<file path="src/clock_trim_pid_regulator_top_assert.svh">
// Assertion macros for the clock trim PID regulator.
`ifndef CLOCK_TRIM_PID_REGULATOR_TOP_ASSERT_SVH
`define CLOCK_TRIM_PID_REGULATOR_TOP_ASSERT_SVH

`ifndef NO_ASSERTIONS

// cons must hold in the same cycle as ante
`define CTPR_ASSERT_IMPLIES(lbl, clk, rst, ante, cons) \
   lbl: assert property (@(posedge clk) disable iff (rst) (ante) |-> (cons)) \
      else $error("clock trim regulator: assertion failed");

// cons must hold in the cycle after ante
`define CTPR_ASSERT_NEXT(lbl, clk, rst, ante, cons) \
   lbl: assert property (@(posedge clk) disable iff (rst) (ante) |=> (cons)) \
      else $error("clock trim regulator: assertion failed");

`else

`define CTPR_ASSERT_IMPLIES(lbl, clk, rst, ante, cons)

`define CTPR_ASSERT_NEXT(lbl, clk, rst, ante, cons)

`endif

`endif

</file>
<file path="src/ctpr_pkg.sv">
// Shared types and constants for the clock trim PID regulator.
`timescale 1ns / 1ps

package ctpr_pkg;

   localparam int TGT_W      = 10;
   localparam int WIN_W      = 10;
   localparam int NOM_W      = 16;
   localparam int GAIN_W     = 16;
   localparam int STAMP_IN_W = 32;
   localparam int PERIOD_W   = 11;
   localparam int ERR_W      = 12;
   localparam int PS_W       = 16;
   localparam int CNT_W      = $clog2(PS_W);
   localparam int CSR_IDX_W  = 3;
   localparam int CSR_DATA_W = 16;

   localparam logic [CSR_IDX_W-1:0] CSR_TARGET  = 3'd0;
   localparam logic [CSR_IDX_W-1:0] CSR_WINDOW  = 3'd1;
   localparam logic [CSR_IDX_W-1:0] CSR_NOMINAL = 3'd2;
   localparam logic [CSR_IDX_W-1:0] CSR_P_GAIN  = 3'd3;
   localparam logic [CSR_IDX_W-1:0] CSR_I_GAIN  = 3'd4;
   localparam logic [CSR_IDX_W-1:0] CSR_D_GAIN  = 3'd5;

   localparam logic REQ_START = 1'b0;
   localparam logic REQ_TICK  = 1'b1;

   typedef struct packed {
      logic [TGT_W-1:0]  target_period_ms;
      logic [WIN_W-1:0]  window_ms;
      logic [NOM_W-1:0]  nominal_ticks;
      logic [GAIN_W-1:0] p_gain;
      logic [GAIN_W-1:0] i_gain;
      logic [GAIN_W-1:0] d_gain;
   } cfg_type;

   localparam cfg_type CFG_RESET = '{
      target_period_ms: 10'd250,
      window_ms:        10'd50,
      nominal_ticks:    16'd8192,
      p_gain:           16'd32768,
      i_gain:           16'd6554,
      d_gain:           16'd655
   };

   localparam logic [PERIOD_W-1:0] LAST_PERIOD_RESET = 11'd250;

   typedef enum logic [3:0] {
      ST_IDLE,
      ST_WIN,
      ST_SUM,
      ST_MUL_P,
      ST_MUL_I,
      ST_MUL_D,
      ST_ACC_D,
      ST_CHECK,
      ST_DIV1,
      ST_MUL_A,
      ST_MUL_B,
      ST_DIV2_LD,
      ST_DIV2,
      ST_FINAL,
      ST_EMIT
   } state_type;

   typedef enum logic [3:0] {
      OP_NONE,
      OP_START,
      OP_TICK,
      OP_WIN,
      OP_SUM,
      OP_MUL_P,
      OP_MUL_I,
      OP_MUL_D,
      OP_ACC_D,
      OP_CHECK,
      OP_DIV,
      OP_MUL_A,
      OP_MUL_B,
      OP_DIV_LD,
      OP_FINAL,
      OP_EMIT
   } op_type;

   typedef struct packed {
      op_type op;
   } seq_ctl_type;

   typedef struct packed {
      logic c_in_range;
      logic rsp_full;
   } dp_stat_type;

endpackage

</file>
<file path="src/ctpr_req_if.sv">
// Request channel: start or tick word with its millisecond stamp.
`timescale 1ns / 1ps

interface ctpr_req_if
   import ctpr_pkg::*;
();
   logic                  valid;
   logic                  ready;
   logic                  req_type;
   logic [STAMP_IN_W-1:0] time_ms;

   modport source (output valid, output req_type, output time_ms, input ready);
   modport sink   (input valid, input req_type, input time_ms, output ready);
endinterface

</file>
<file path="src/ctpr_rsp_if.sv">
// Response channel: new prescaler word with status flags.
`timescale 1ns / 1ps

interface ctpr_rsp_if
   import ctpr_pkg::*;
();
   logic                valid;
   logic                ready;
   logic [PS_W-1:0]     prescaler;
   logic [PERIOD_W-1:0] period_used;
   logic                out_of_window;
   logic                clamped;

   modport source (output valid, output prescaler, output period_used,
                   output out_of_window, output clamped, input ready);
   modport sink   (input valid, input prescaler, input period_used,
                   input out_of_window, input clamped, output ready);
endinterface

</file>
<file path="src/ctpr_seq.sv">
// Sequencer stepping the shared datapath through one request.
`timescale 1ns / 1ps

module ctpr_seq
   import ctpr_pkg::*;
(
   input  logic        clock,
   input  logic        reset,
   input  logic        req_valid,
   input  logic        req_type,
   output logic        req_ready,
   input  logic        rsp_ready,
   input  dp_stat_type stat,
   output seq_ctl_type ctl
);

   state_type        state_ff, state_in;
   logic [CNT_W-1:0] cnt_ff, cnt_in;

   always_ff @(posedge clock) begin
      if (reset) begin
         state_ff <= ST_IDLE;
         cnt_ff   <= '0;
      end else begin
         state_ff <= state_in;
         cnt_ff   <= cnt_in;
      end
   end

   always_comb begin
      state_in  = state_ff;
      cnt_in    = cnt_ff;
      ctl.op    = OP_NONE;
      req_ready = 1'b0;
      case (state_ff)
         ST_IDLE: begin
            req_ready = 1'b1;
            if (req_valid) begin
               if (req_type == REQ_START) begin
                  ctl.op   = OP_START;
                  state_in = ST_EMIT;
               end else begin
                  ctl.op   = OP_TICK;
                  state_in = ST_WIN;
               end
            end
         end
         ST_WIN: begin
            ctl.op   = OP_WIN;
            state_in = ST_SUM;
         end
         ST_SUM: begin
            ctl.op   = OP_SUM;
            state_in = ST_MUL_P;
         end
         ST_MUL_P: begin
            ctl.op   = OP_MUL_P;
            state_in = ST_MUL_I;
         end
         ST_MUL_I: begin
            ctl.op   = OP_MUL_I;
            state_in = ST_MUL_D;
         end
         ST_MUL_D: begin
            ctl.op   = OP_MUL_D;
            state_in = ST_ACC_D;
         end
         ST_ACC_D: begin
            ctl.op   = OP_ACC_D;
            state_in = ST_CHECK;
         end
         ST_CHECK: begin
            ctl.op   = OP_CHECK;
            cnt_in   = CNT_W'(PS_W - 1);
            state_in = stat.c_in_range ? ST_DIV1 : ST_FINAL;
         end
         ST_DIV1: begin
            ctl.op = OP_DIV;
            cnt_in = cnt_ff - CNT_W'(1);
            if (cnt_ff == '0) begin
               state_in = ST_MUL_A;
            end
         end
         ST_MUL_A: begin
            ctl.op   = OP_MUL_A;
            state_in = ST_MUL_B;
         end
         ST_MUL_B: begin
            ctl.op   = OP_MUL_B;
            state_in = ST_DIV2_LD;
         end
         ST_DIV2_LD: begin
            ctl.op   = OP_DIV_LD;
            cnt_in   = CNT_W'(PS_W - 1);
            state_in = ST_DIV2;
         end
         ST_DIV2: begin
            ctl.op = OP_DIV;
            cnt_in = cnt_ff - CNT_W'(1);
            if (cnt_ff == '0) begin
               state_in = ST_FINAL;
            end
         end
         ST_FINAL: begin
            ctl.op   = OP_FINAL;
            state_in = ST_EMIT;
         end
         ST_EMIT: begin
            // wait for the output register to drain
            if (!stat.rsp_full || rsp_ready) begin
               ctl.op   = OP_EMIT;
               state_in = ST_IDLE;
            end
         end
         default: begin
            state_in = ST_IDLE;
         end
      endcase
   end

endmodule

</file>
<file path="src/ctpr_dp.sv">
// Loop state, shared multiplier/accumulator, divide step and output register.
`timescale 1ns / 1ps

module ctpr_dp
   import ctpr_pkg::*;
#(
   parameter int SUM_WIDTH      = 24,
   parameter int GAIN_FRAC_BITS = 16,
   parameter int STAMP_WIDTH    = 32
) (
   input  logic                  clock,
   input  logic                  reset,
   input  cfg_type               cfg,
   input  seq_ctl_type           ctl,
   input  logic [STAMP_IN_W-1:0] time_ms,
   input  logic                  rsp_ready,
   output logic                  rsp_valid,
   output logic [PS_W-1:0]       prescaler,
   output logic [PERIOD_W-1:0]   period_used,
   output logic                  out_of_window,
   output logic                  clamped,
   output dp_stat_type           stat
);

   localparam int DEN_W = TGT_W + GAIN_FRAC_BITS;
   localparam int MB_A  = (SUM_WIDTH > DEN_W) ? SUM_WIDTH : DEN_W;
   localparam int MB_W  = ((MB_A > PS_W) ? MB_A : PS_W) + 1;
   localparam int PW    = MB_W + GAIN_W + 1;
   localparam int ACC_W = PW + 2;

   // loop state
   logic [STAMP_WIDTH-1:0]     last_stamp_ff, last_stamp_in;
   logic [PERIOD_W-1:0]        last_period_ff, last_period_in;
   logic [SUM_WIDTH-1:0]       error_sum_ff, error_sum_in;
   // working registers
   logic [STAMP_WIDTH-1:0]     diff_ff, diff_in;
   logic [ERR_W-1:0]           err_ff, err_in;
   logic [ERR_W-1:0]           dlt_ff, dlt_in;
   logic [PW-1:0]              prod_ff, prod_in;
   logic [ACC_W-1:0]           acc_ff, acc_in;
   logic [DEN_W-1:0]           rem_ff, rem_in;
   logic [PS_W-1:0]            nb_ff, nb_in;
   logic [PS_W-1:0]            q_ff, q_in;
   logic [PS_W-1:0]            res_ps_ff, res_ps_in;
   logic [PERIOD_W-1:0]        res_period_ff, res_period_in;
   logic                       res_oow_ff, res_oow_in;
   logic                       res_clamp_ff, res_clamp_in;
   // output register
   logic                       rsp_valid_ff, rsp_valid_in;
   logic [PS_W-1:0]            rsp_ps_ff, rsp_ps_in;
   logic [PERIOD_W-1:0]        rsp_period_ff, rsp_period_in;
   logic                       rsp_oow_ff, rsp_oow_in;
   logic                       rsp_clamp_ff, rsp_clamp_in;

   logic [TGT_W-1:0]           tgt;
   logic [DEN_W-1:0]           den;
   logic [STAMP_WIDTH-1:0]     now;
   logic [PERIOD_W-1:0]        win_hi;
   logic [TGT_W-1:0]           win_lo;
   logic                       oow;
   logic [PERIOD_W-1:0]        period_w;
   logic signed [ERR_W-1:0]    err_w;
   logic signed [ERR_W-1:0]    dlt_w;
   logic [SUM_WIDTH:0]         sum_wide;
   logic                       sum_ovf;
   logic [SUM_WIDTH-1:0]       sum_sat;
   logic [GAIN_W-1:0]          mul_a;
   logic signed [MB_W-1:0]     mul_b;
   logic signed [PW-1:0]       prod_w;
   logic [ACC_W-1:0]           prod_ext;
   logic [ACC_W-1:0]           den_ext;
   logic [ACC_W-1:0]           den_top;
   logic                       c_pos;
   logic                       c_big;
   logic [DEN_W:0]             rem_sh;
   logic                       q_bit;
   logic [DEN_W:0]             rem_nx;
   logic [ACC_W-1:0]           total;
   logic                       ps_low;
   logic                       ps_high;

   // a zero target behaves as one
   assign tgt = (cfg.target_period_ms == '0) ? TGT_W'(1) : cfg.target_period_ms;
   assign den = {tgt, {GAIN_FRAC_BITS{1'b0}}};
   assign now = STAMP_WIDTH'(time_ms);

   // window test
   assign win_hi   = {1'b0, tgt} + {1'b0, cfg.window_ms};
   assign win_lo   = tgt - cfg.window_ms;
   assign oow      = (diff_ff > STAMP_WIDTH'(win_hi)) ||
                     ((tgt > cfg.window_ms) && (diff_ff < STAMP_WIDTH'(win_lo)));
   assign period_w = oow ? {1'b0, tgt} : diff_ff[PERIOD_W-1:0];

   // error, derivative delta and saturating integral
   assign err_w    = $signed({2'b00, tgt}) - $signed({1'b0, res_period_ff});
   assign dlt_w    = $signed({1'b0, res_period_ff}) - $signed({1'b0, last_period_ff});
   assign sum_wide = {error_sum_ff[SUM_WIDTH-1], error_sum_ff} +
                     {{(SUM_WIDTH+1-ERR_W){err_w[ERR_W-1]}}, err_w};
   assign sum_ovf  = sum_wide[SUM_WIDTH] != sum_wide[SUM_WIDTH-1];
   assign sum_sat  = !sum_ovf ? sum_wide[SUM_WIDTH-1:0] :
                     sum_wide[SUM_WIDTH] ? {1'b1, {(SUM_WIDTH-1){1'b0}}} :
                                           {1'b0, {(SUM_WIDTH-1){1'b1}}};

   // shared multiplier operands
   always_comb begin
      mul_a = '0;
      mul_b = '0;
      case (ctl.op)
         OP_MUL_P: begin
            mul_a = cfg.p_gain;
            mul_b = {{(MB_W-ERR_W){err_ff[ERR_W-1]}}, err_ff};
         end
         OP_MUL_I: begin
            mul_a = cfg.i_gain;
            mul_b = {{(MB_W-SUM_WIDTH){error_sum_ff[SUM_WIDTH-1]}}, error_sum_ff};
         end
         OP_MUL_D: begin
            mul_a = cfg.d_gain;
            mul_b = {{(MB_W-ERR_W){dlt_ff[ERR_W-1]}}, dlt_ff};
         end
         OP_MUL_A: begin
            mul_a = cfg.nominal_ticks;
            mul_b = {{(MB_W-PS_W){1'b0}}, q_ff};
         end
         OP_MUL_B: begin
            mul_a = cfg.nominal_ticks;
            mul_b = {{(MB_W-DEN_W){1'b0}}, rem_ff};
         end
         default: begin
            mul_a = '0;
            mul_b = '0;
         end
      endcase
   end

   assign prod_w   = $signed({1'b0, mul_a}) * mul_b;
   assign prod_ext = {{(ACC_W-PW){prod_ff[PW-1]}}, prod_ff};
   assign den_ext  = {{(ACC_W-DEN_W){1'b0}}, den};
   assign den_top  = {{(ACC_W-DEN_W-PS_W){1'b0}}, den, {PS_W{1'b0}}};

   // range of the control sum c
   assign c_pos = !acc_ff[ACC_W-1] && (acc_ff != '0);
   assign c_big = acc_ff >= den_top;

   // restoring divide step, one quotient bit
   assign rem_sh = {rem_ff, nb_ff[PS_W-1]};
   assign q_bit  = rem_sh >= {1'b0, den};
   assign rem_nx = q_bit ? (rem_sh - {1'b0, den}) : rem_sh;

   // nominal*a + floor(nominal*b/den), then clamp
   assign total   = acc_ff + {{(ACC_W-PS_W){1'b0}}, q_ff};
   assign ps_low  = total == '0;
   assign ps_high = |total[ACC_W-1:PS_W];

   always_comb begin
      last_stamp_in  = last_stamp_ff;
      last_period_in = last_period_ff;
      error_sum_in   = error_sum_ff;
      diff_in        = diff_ff;
      err_in         = err_ff;
      dlt_in         = dlt_ff;
      prod_in        = prod_ff;
      acc_in         = acc_ff;
      rem_in         = rem_ff;
      nb_in          = nb_ff;
      q_in           = q_ff;
      res_ps_in      = res_ps_ff;
      res_period_in  = res_period_ff;
      res_oow_in     = res_oow_ff;
      res_clamp_in   = res_clamp_ff;
      rsp_valid_in   = rsp_valid_ff && !rsp_ready;
      rsp_ps_in      = rsp_ps_ff;
      rsp_period_in  = rsp_period_ff;
      rsp_oow_in     = rsp_oow_ff;
      rsp_clamp_in   = rsp_clamp_ff;
      case (ctl.op)
         OP_START: begin
            last_stamp_in  = now;
            last_period_in = {1'b0, tgt};
            error_sum_in   = '0;
            res_period_in  = {1'b0, tgt};
            res_oow_in     = 1'b0;
            res_clamp_in   = cfg.nominal_ticks == '0;
            res_ps_in      = (cfg.nominal_ticks == '0) ? PS_W'(1) : cfg.nominal_ticks;
         end
         OP_TICK: begin
            diff_in       = now - last_stamp_ff;
            last_stamp_in = now;
         end
         OP_WIN: begin
            res_period_in = period_w;
            res_oow_in    = oow;
         end
         OP_SUM: begin
            err_in         = err_w;
            dlt_in         = dlt_w;
            error_sum_in   = sum_sat;
            res_clamp_in   = sum_ovf;
            last_period_in = res_period_ff;
         end
         OP_MUL_P: begin
            prod_in = prod_w;
            acc_in  = den_ext;
         end
         OP_MUL_I: begin
            prod_in = prod_w;
            acc_in  = acc_ff + prod_ext;
         end
         OP_MUL_D: begin
            prod_in = prod_w;
            acc_in  = acc_ff + prod_ext;
         end
         OP_ACC_D: begin
            acc_in = acc_ff - prod_ext;
         end
         OP_CHECK: begin
            if (!c_pos) begin
               acc_in = '0;
               q_in   = '0;
            end else if (c_big) begin
               acc_in = {{(ACC_W-PS_W-1){1'b0}}, 1'b1, {PS_W{1'b0}}};
               q_in   = '0;
            end else begin
               rem_in = acc_ff[PS_W +: DEN_W];
               nb_in  = acc_ff[PS_W-1:0];
            end
         end
         OP_DIV: begin
            rem_in = rem_nx[DEN_W-1:0];
            q_in   = {q_ff[PS_W-2:0], q_bit};
            nb_in  = {nb_ff[PS_W-2:0], 1'b0};
         end
         OP_MUL_A: begin
            prod_in = prod_w;
         end
         OP_MUL_B: begin
            prod_in = prod_w;
            acc_in  = prod_ext;
         end
         OP_DIV_LD: begin
            rem_in = prod_ff[PS_W +: DEN_W];
            nb_in  = prod_ff[PS_W-1:0];
         end
         OP_FINAL: begin
            res_ps_in    = ps_low ? PS_W'(1) : ps_high ? {PS_W{1'b1}} : total[PS_W-1:0];
            res_clamp_in = res_clamp_ff || ps_low || ps_high;
         end
         OP_EMIT: begin
            rsp_valid_in  = 1'b1;
            rsp_ps_in     = res_ps_ff;
            rsp_period_in = res_period_ff;
            rsp_oow_in    = res_oow_ff;
            rsp_clamp_in  = res_clamp_ff;
         end
         default: begin
         end
      endcase
   end

   always_ff @(posedge clock) begin
      if (reset) begin
         last_stamp_ff  <= '0;
         last_period_ff <= LAST_PERIOD_RESET;
         error_sum_ff   <= '0;
         rsp_valid_ff   <= 1'b0;
      end else begin
         last_stamp_ff  <= last_stamp_in;
         last_period_ff <= last_period_in;
         error_sum_ff   <= error_sum_in;
         rsp_valid_ff   <= rsp_valid_in;
      end
   end

   always_ff @(posedge clock) begin
      diff_ff       <= diff_in;
      err_ff        <= err_in;
      dlt_ff        <= dlt_in;
      prod_ff       <= prod_in;
      acc_ff        <= acc_in;
      rem_ff        <= rem_in;
      nb_ff         <= nb_in;
      q_ff          <= q_in;
      res_ps_ff     <= res_ps_in;
      res_period_ff <= res_period_in;
      res_oow_ff    <= res_oow_in;
      res_clamp_ff  <= res_clamp_in;
      rsp_ps_ff     <= rsp_ps_in;
      rsp_period_ff <= rsp_period_in;
      rsp_oow_ff    <= rsp_oow_in;
      rsp_clamp_ff  <= rsp_clamp_in;
   end

   assign rsp_valid       = rsp_valid_ff;
   assign prescaler       = rsp_ps_ff;
   assign period_used     = rsp_period_ff;
   assign out_of_window   = rsp_oow_ff;
   assign clamped         = rsp_clamp_ff;
   assign stat.c_in_range = c_pos && !c_big;
   assign stat.rsp_full   = rsp_valid_ff;

endmodule

</file>
<file path="src/clock_trim_pid_regulator_top.sv">
// Top level of the clock trim PID regulator.
//
//   channel   dir  handshake            word
//   req_chan  in   valid/ready          req_type, time_ms
//   rsp_chan  out  valid/ready          prescaler, period_used, out_of_window, clamped
//   csr_*     in   csr_wr_en, no ready  csr_index, csr_wdata
//
// A start word goes from accept straight to the result load. A tick runs the window
// test, sum, multiplies and range check, then two 16-step restoring divisions on the
// shared subtractor, one quotient bit per cycle, skipped for c out of divisible range.
// req_chan.ready is high only while idle; the result sits in an output register,
// so a new word is taken while rsp_chan stalls, and only the next result load waits.
// Reset is synchronous; there is no clearing pass.
`timescale 1ns / 1ps
`include "clock_trim_pid_regulator_top_assert.svh"

module clock_trim_pid_regulator_top
   import ctpr_pkg::*;
#(
   parameter int SUM_WIDTH      = 24,
   parameter int GAIN_FRAC_BITS = 16,
   parameter int STAMP_WIDTH    = 32
) (
   input  logic                  clock,
   input  logic                  reset,
   ctpr_req_if.sink              req_chan,
   ctpr_rsp_if.source            rsp_chan,
   input  logic                  csr_wr_en,
   input  logic [CSR_IDX_W-1:0]  csr_index,
   input  logic [CSR_DATA_W-1:0] csr_wdata
);

   cfg_type     cfg_ff, cfg_in;
   seq_ctl_type ctl;
   dp_stat_type stat;
   logic        req_ready;

   // configuration registers; indexes past the list are dropped
   always_comb begin
      cfg_in = cfg_ff;
      if (csr_wr_en) begin
         case (csr_index)
            CSR_TARGET:  cfg_in.target_period_ms = csr_wdata[TGT_W-1:0];
            CSR_WINDOW:  cfg_in.window_ms        = csr_wdata[WIN_W-1:0];
            CSR_NOMINAL: cfg_in.nominal_ticks    = csr_wdata[NOM_W-1:0];
            CSR_P_GAIN:  cfg_in.p_gain           = csr_wdata[GAIN_W-1:0];
            CSR_I_GAIN:  cfg_in.i_gain           = csr_wdata[GAIN_W-1:0];
            CSR_D_GAIN:  cfg_in.d_gain           = csr_wdata[GAIN_W-1:0];
            default: begin
            end
         endcase
      end
   end

   always_ff @(posedge clock) begin
      if (reset) begin
         cfg_ff <= CFG_RESET;
      end else begin
         cfg_ff <= cfg_in;
      end
   end

   // sequencer: owns the request handshake and the step order
   ctpr_seq u_seq (
      .clock     (clock),
      .reset     (reset),
      .req_valid (req_chan.valid),
      .req_type  (req_chan.req_type),
      .req_ready (req_ready),
      .rsp_ready (rsp_chan.ready),
      .stat      (stat),
      .ctl       (ctl)
   );

   assign req_chan.ready = req_ready;

   // datapath: loop state, shared multiplier, divide step, output register
   ctpr_dp #(
      .SUM_WIDTH      (SUM_WIDTH),
      .GAIN_FRAC_BITS (GAIN_FRAC_BITS),
      .STAMP_WIDTH    (STAMP_WIDTH)
   ) u_dp (
      .clock         (clock),
      .reset         (reset),
      .cfg           (cfg_ff),
      .ctl           (ctl),
      .time_ms       (req_chan.time_ms),
      .rsp_ready     (rsp_chan.ready),
      .rsp_valid     (rsp_chan.valid),
      .prescaler     (rsp_chan.prescaler),
      .period_used   (rsp_chan.period_used),
      .out_of_window (rsp_chan.out_of_window),
      .clamped       (rsp_chan.clamped),
      .stat          (stat)
   );

   // prescaler is always clamped to at least one
   `CTPR_ASSERT_IMPLIES(a_ps_nonzero, clock, reset, rsp_chan.valid, rsp_chan.prescaler != '0)
   // one word at a time: busy right after an accept
   `CTPR_ASSERT_NEXT(a_busy_after_accept, clock, reset, req_chan.valid && req_chan.ready, !req_chan.ready)
   // a fresh result only comes out of a busy cycle
   `CTPR_ASSERT_IMPLIES(a_rsp_from_work, clock, reset, $rose(rsp_chan.valid), $past(!req_chan.ready))

endmodule

</file>
<file path="src/flat_wrapper.sv">
// flat-port wrapper written by rule: the top's interface ports become plain ports
module clock_trim_pid_regulator_top_flat import ctpr_pkg::*;
#(
   parameter int SUM_WIDTH      = 24,
   parameter int GAIN_FRAC_BITS = 16,
   parameter int STAMP_WIDTH    = 32
)
  (clock, reset, csr_wr_en, csr_index, csr_wdata, req_chan_valid, req_chan_req_type, req_chan_time_ms, req_chan_ready, rsp_chan_valid, rsp_chan_prescaler, rsp_chan_period_used, rsp_chan_out_of_window, rsp_chan_clamped, rsp_chan_ready);
  ctpr_req_if req_chan_i ();
  ctpr_rsp_if rsp_chan_i ();
  input  logic clock;
  input  logic reset;
  input  logic csr_wr_en;
  input  logic [CSR_IDX_W-1:0] csr_index;
  input  logic [CSR_DATA_W-1:0] csr_wdata;
  input wire logic [$bits(req_chan_i.valid)-1:0] req_chan_valid;
  input wire logic [$bits(req_chan_i.req_type)-1:0] req_chan_req_type;
  input wire logic [$bits(req_chan_i.time_ms)-1:0] req_chan_time_ms;
  output wire logic [$bits(req_chan_i.ready)-1:0] req_chan_ready;
  output wire logic [$bits(rsp_chan_i.valid)-1:0] rsp_chan_valid;
  output wire logic [$bits(rsp_chan_i.prescaler)-1:0] rsp_chan_prescaler;
  output wire logic [$bits(rsp_chan_i.period_used)-1:0] rsp_chan_period_used;
  output wire logic [$bits(rsp_chan_i.out_of_window)-1:0] rsp_chan_out_of_window;
  output wire logic [$bits(rsp_chan_i.clamped)-1:0] rsp_chan_clamped;
  input wire logic [$bits(rsp_chan_i.ready)-1:0] rsp_chan_ready;
  assign req_chan_i.valid = req_chan_valid;
  assign req_chan_i.req_type = req_chan_req_type;
  assign req_chan_i.time_ms = req_chan_time_ms;
  assign req_chan_ready = req_chan_i.ready;
  assign rsp_chan_valid = rsp_chan_i.valid;
  assign rsp_chan_prescaler = rsp_chan_i.prescaler;
  assign rsp_chan_period_used = rsp_chan_i.period_used;
  assign rsp_chan_out_of_window = rsp_chan_i.out_of_window;
  assign rsp_chan_clamped = rsp_chan_i.clamped;
  assign rsp_chan_i.ready = rsp_chan_ready;
  clock_trim_pid_regulator_top #(.SUM_WIDTH(SUM_WIDTH), .GAIN_FRAC_BITS(GAIN_FRAC_BITS), .STAMP_WIDTH(STAMP_WIDTH)) u_core (.clock(clock), .reset(reset), .req_chan(req_chan_i), .rsp_chan(rsp_chan_i), .csr_wr_en(csr_wr_en), .csr_index(csr_index), .csr_wdata(csr_wdata));
endmodule
</file>
<file path="config.mk">
export PLATFORM = sky130hd
export DESIGN_NAME = clock_trim_pid_regulator_top_flat
export DESIGN_NICKNAME = d
export VERILOG_FILES = /design/src/ctpr_pkg.sv /design/src/ctpr_req_if.sv /design/src/ctpr_rsp_if.sv /design/src/ctpr_seq.sv /design/src/ctpr_dp.sv /design/src/clock_trim_pid_regulator_top.sv /design/src/flat_wrapper.sv
export VERILOG_INCLUDE_DIRS = /design/src /design/src/src
export SDC_FILE = /design/constraint.sdc
export NUM_CORES = 2
export LEC_CHECK = 0
export BUFFER_PORTS_ARGS = -buffer_cell sky130_fd_sc_hd__buf_2
export CORE_AREA = 2 2 270 272
export DETAILED_ROUTE_END_ITERATION = 8
export DIE_AREA = 0 0 272 274
export PLACE_DENSITY = 0.74
export SLEW_MARGIN = 0
export SYNTH_ARGS = -nofsm -noshare
export SYNTH_HDL_FRONTEND = slang
export SYNTH_SLANG_ARGS = --single-unit
</file>
<file path="constraint.sdc">
create_clock -name clock -period 12 [get_ports clock]
set_clock_uncertainty 0.05 [all_clocks]
set_input_delay 0.6 -clock clock [delete_from_list [all_inputs] [get_ports clock]]
set_output_delay 0.6 -clock clock [all_outputs]
set_load 0.03 [all_outputs]
</file>
==> results.yml <==
floorplan:
  die_w_um: 272
  coreArea_um2: 72000
  dieArea_um2: 74500
  rows: 99
  ios: 88
  start_util_pct: 59.2
  die_h_um: 274
synthesis:
  async_reset_ff_share_pct: 0
  synth_warnings: 0
  syn_area_um2: 42600
  synth_cell_type_count: 92
  synth.avg_cell_area_um2: 8.74
  synth_flop_cell: "edfxtp_1"
  synthTopCellsByCount: "nand2_1 (734), inv_1 (654), fa_1 (428), nor2_1 (420), a21oi_1 (315)"
  synth_top_area_share_pct: 20.1
  synth_nets: 5663
  netlist_top_cells_area: "fa_1 (20%), edfxtp_1 (18%), ha_1 (9.0%)"
  synthCells: 4872
  yosysMostFrequentCell: "nand2_1"
  synth_top_area_cell: "fa_1"
  synth.yosys.seq_area_share_pct: 26.0
  ys_seq_elements: 422
  synth_edf_count: 262
grt:
  first_global_vias: 34700
  grt_usage_pct: 34.7
  grt_pass1_wl_um: 199000
  grt_overflow: 0
  grt_max_degree: 73
  antenna_found_initial: 10
outcome:
  status: "complete, no violations"
drt:
  viasPerCell: 6.08
  dr_total_vias: 35600
  wl_per_cell_um: 22.1
  drt_iter0_markers: 3650
  firstDrtPassIters: 6
  finalWirelength_um: 130000
  post-route-drc-count: 0
  drtAntennaViolNets: 0
sta:
  rsz0062_at_grt: "false"
  max-slew-margin-rel_pct: 10.6
  slew_violations: 0
  setup_ws_ns: 1.56
  fin_crit_sh_pct: 87.0
  tightest_slew_ns: 1.34
  finalCriticalPeriod_ns: 10.44
  max_freq_mhz: 95.8
  setup_viol: 0
  setup_tns_ns: 0
  final_hold_viol_count: 0
power_and_ir_drop:
  pwr-share-comb_pct: 58.1
  clockPowerShare_pct: 15.1
  power.switching_mw: 5.27
  swShare_pct: 49.9
  peakVddDrop_mv: 0.374
  p_leak_nw: 20.2
  p_int_mw: 5.30
  p_per_area_nw_per_um2: 231
  p_total_mw: 10.6
  seq_power_share_pct: 26.9
critical_path:
  rr_worst_depth: 33
  cp-end-kind: "register"
  crit_slowest_cell: "a22oi_1"
  r2r_setup_slack_ns: 1.56
  crit-reg2reg-launch: "u_core.u_seq.state_ff[0]"
  crit_top_cell: "fa_1"
  reg2reg_to: "u_core.u_dp.prod_ff[38]"
  critPathKind: "register to register"
  critical_path_required_ns: 12.32
  slowest_delay_ns: 0.97
  critPathMaxFanout: 33
  critPathLaunchType: "register"
  arrival_ns: 10.76
cts:
  ctsHtreeMaxLevel: 2
  clockBufferDepth: 3
  clk-insertion-delay-late_ns: 0.62
  cts_resized: 0
  root_buffer: "clkbuf_16"
  cts_buffers: 47
  cts_hold_buf: 0
  cts_sinks: 422
  path_clk_slew_ns: 0.06
  post-cts-setup-buffer-count: 0
  cts_tree: "done"
worst_hold_path:
  hold_class: "primary input to register"
  holdPathEnd: "u_core.u_dp.last_stamp_ff[12]"
  hp-start: "req_chan_time_ms[12]"
  holdPathStages: 3
placement:
  portBuffers: 87
  dpl_worst_slack_ns: 1.85
  dp_hpwl_um: 99800
  gp_congestion: 1.00
cells_and_area:
  syn2layout_area_growth_pct: 7.30
  drive_above_1_share_pct: 5.69
  fin_nets: 5652
run:
  cap_viol_max_count: 0
-- routing by layer --
metal  wire (µm)  global-route usage [%]  share of wire [%]  vias to the layer above
li1            -                       -                  -                    16300
met4        7260                    17.1                5.6                       12
met2       58700                    55.8                 45                     1805
met1       50900                    44.9                 39                    17100
met5          74                       0              0.057                        -
met3       12800                    7.15                9.9                      418
-- state kept, by name, summed over array words and instances (netlist names), 16 cells and up --
register,flops
u_core.cfg_ff,84
u_core.u_dp.acc_ff,46
u_core.u_dp.diff_ff,32
u_core.u_dp.error_sum_ff,24
u_core.u_dp.last_stamp_ff,32
u_core.u_dp.nb_ff,16
u_core.u_dp.prescaler,16
u_core.u_dp.prod_ff,44
u_core.u_dp.q_ff,16
u_core.u_dp.rem_ff,26
u_core.u_dp.res_ps_ff,16
-- cell type report --
cell class / instances / area (µm²)
Antenna cell: 5 / 12.5
Clock buffer: 58 / 1310
Clock inverter: 30 / 373
Fill cell: 6187 / 26300
Inverter: 657 / 2470
Multi-Input combinational cell: 3586 / 28400
Sequential cell: 422 / 11100
Tap cell: 959 / 1200
Timing Repair Buffer: 147 / 888
-- critical path: cells and delay by family (launching register included) --
family                   cells  cell delay (ns)
buffers and inverters        7             1.02
flip-flops                   1             0.74
adder cells (fa/ha/maj)      7             3.45
XOR/XNOR                     1             0.17
AO/OA/AOI/OAI               10             3.41
AND/OR/NAND/NOR              8             1.31
-- metrics by stage --
stage          hold slack [ns]  std cells  instance area (µm²)  util, %
2_1_floorplan            0.350       4872                42600        -
6_report                 0.183       5864                45700     63.5
4_1_cts                  0.163       5859                45700     63.5
3_5_place_dp             0.355       5771                44000     61.1
5_1_grt                  0.183       5863                45700     63.5
3_3_place_gp             0.354       5771                44000     61.1
-- placed cells by master, fill, tap and decap left out, types with 19 or more instances in the layout --
cell type	instances
nor3_1	40
dfxtp_1	160
nand3b_1	21
buf_2	86
nand3_1	53
a21o_1	89
nand2_1	733
a21oi_1	314
fa_1	428
xnor2_1	122
ha_1	306
edfxtp_1	262
o21bai_1	32
nor4_1	35
o211ai_1	19
nand4_1	43
and2_1	36
o21ai_1	89
nor2_1	415
a211oi_1	24
o21ai_0	129
xor2_1	96
inv_1	654
a22oi_1	66
nor2b_1	34
clkbuf_16	50
o31ai_1	19
o21a_1	36
and3_1	35
nand2b_1	65
buf_4	61
mux2i_1	39
-- how the worst max path moves through the flow --
stage	start	slack (ns)	to
after floorplan	rsp_chan_ready	1.33	u_core.u_dp.prod_ff[43]
after global placement	u_core.u_seq.state_ff[0]	2.03	u_core.u_dp.prod_ff[38]
after detailed placement	u_core.u_seq.state_ff[0]	1.85	u_core.u_dp.prod_ff[42]
after CTS	u_core.u_seq.state_ff[0]	1.81	u_core.u_dp.prod_ff[42]
after global routing	u_core.u_seq.state_ff[0]	1.14	u_core.u_dp.prod_ff[42]
final	u_core.u_seq.state_ff[0]	1.56	u_core.u_dp.prod_ff[38]
-- logic make-up after synthesis --
kind of cell	Yosys count	synth area share, %
simple gates	1586	16.6
compound gates	999	15.0
buf+inv	864	7.66
fa+ha+maj	734	29.1
flops	422	26.0
xor+xnor	218	4.48
mux	49	1.18
-- power groups by stage --
| stage | sequential (mW) | clock (mW) | combinational (mW) |
|---|---|---|---|
| 5_1_grt | 2.85 | 1.66 | 6.73 |
| 2_1_floorplan | 2.45 | 0 | 4.47 |
| 4_1_cts | 2.80 | 1.61 | 6.02 |
| 6_report | 2.84 | 1.59 | 6.13 |
| 3_3_place_gp | 2.83 | 0 | 5.89 |
| 3_5_place_dp | 2.82 | 0 | 5.97 |
Power figures use the tool's default switching activity.
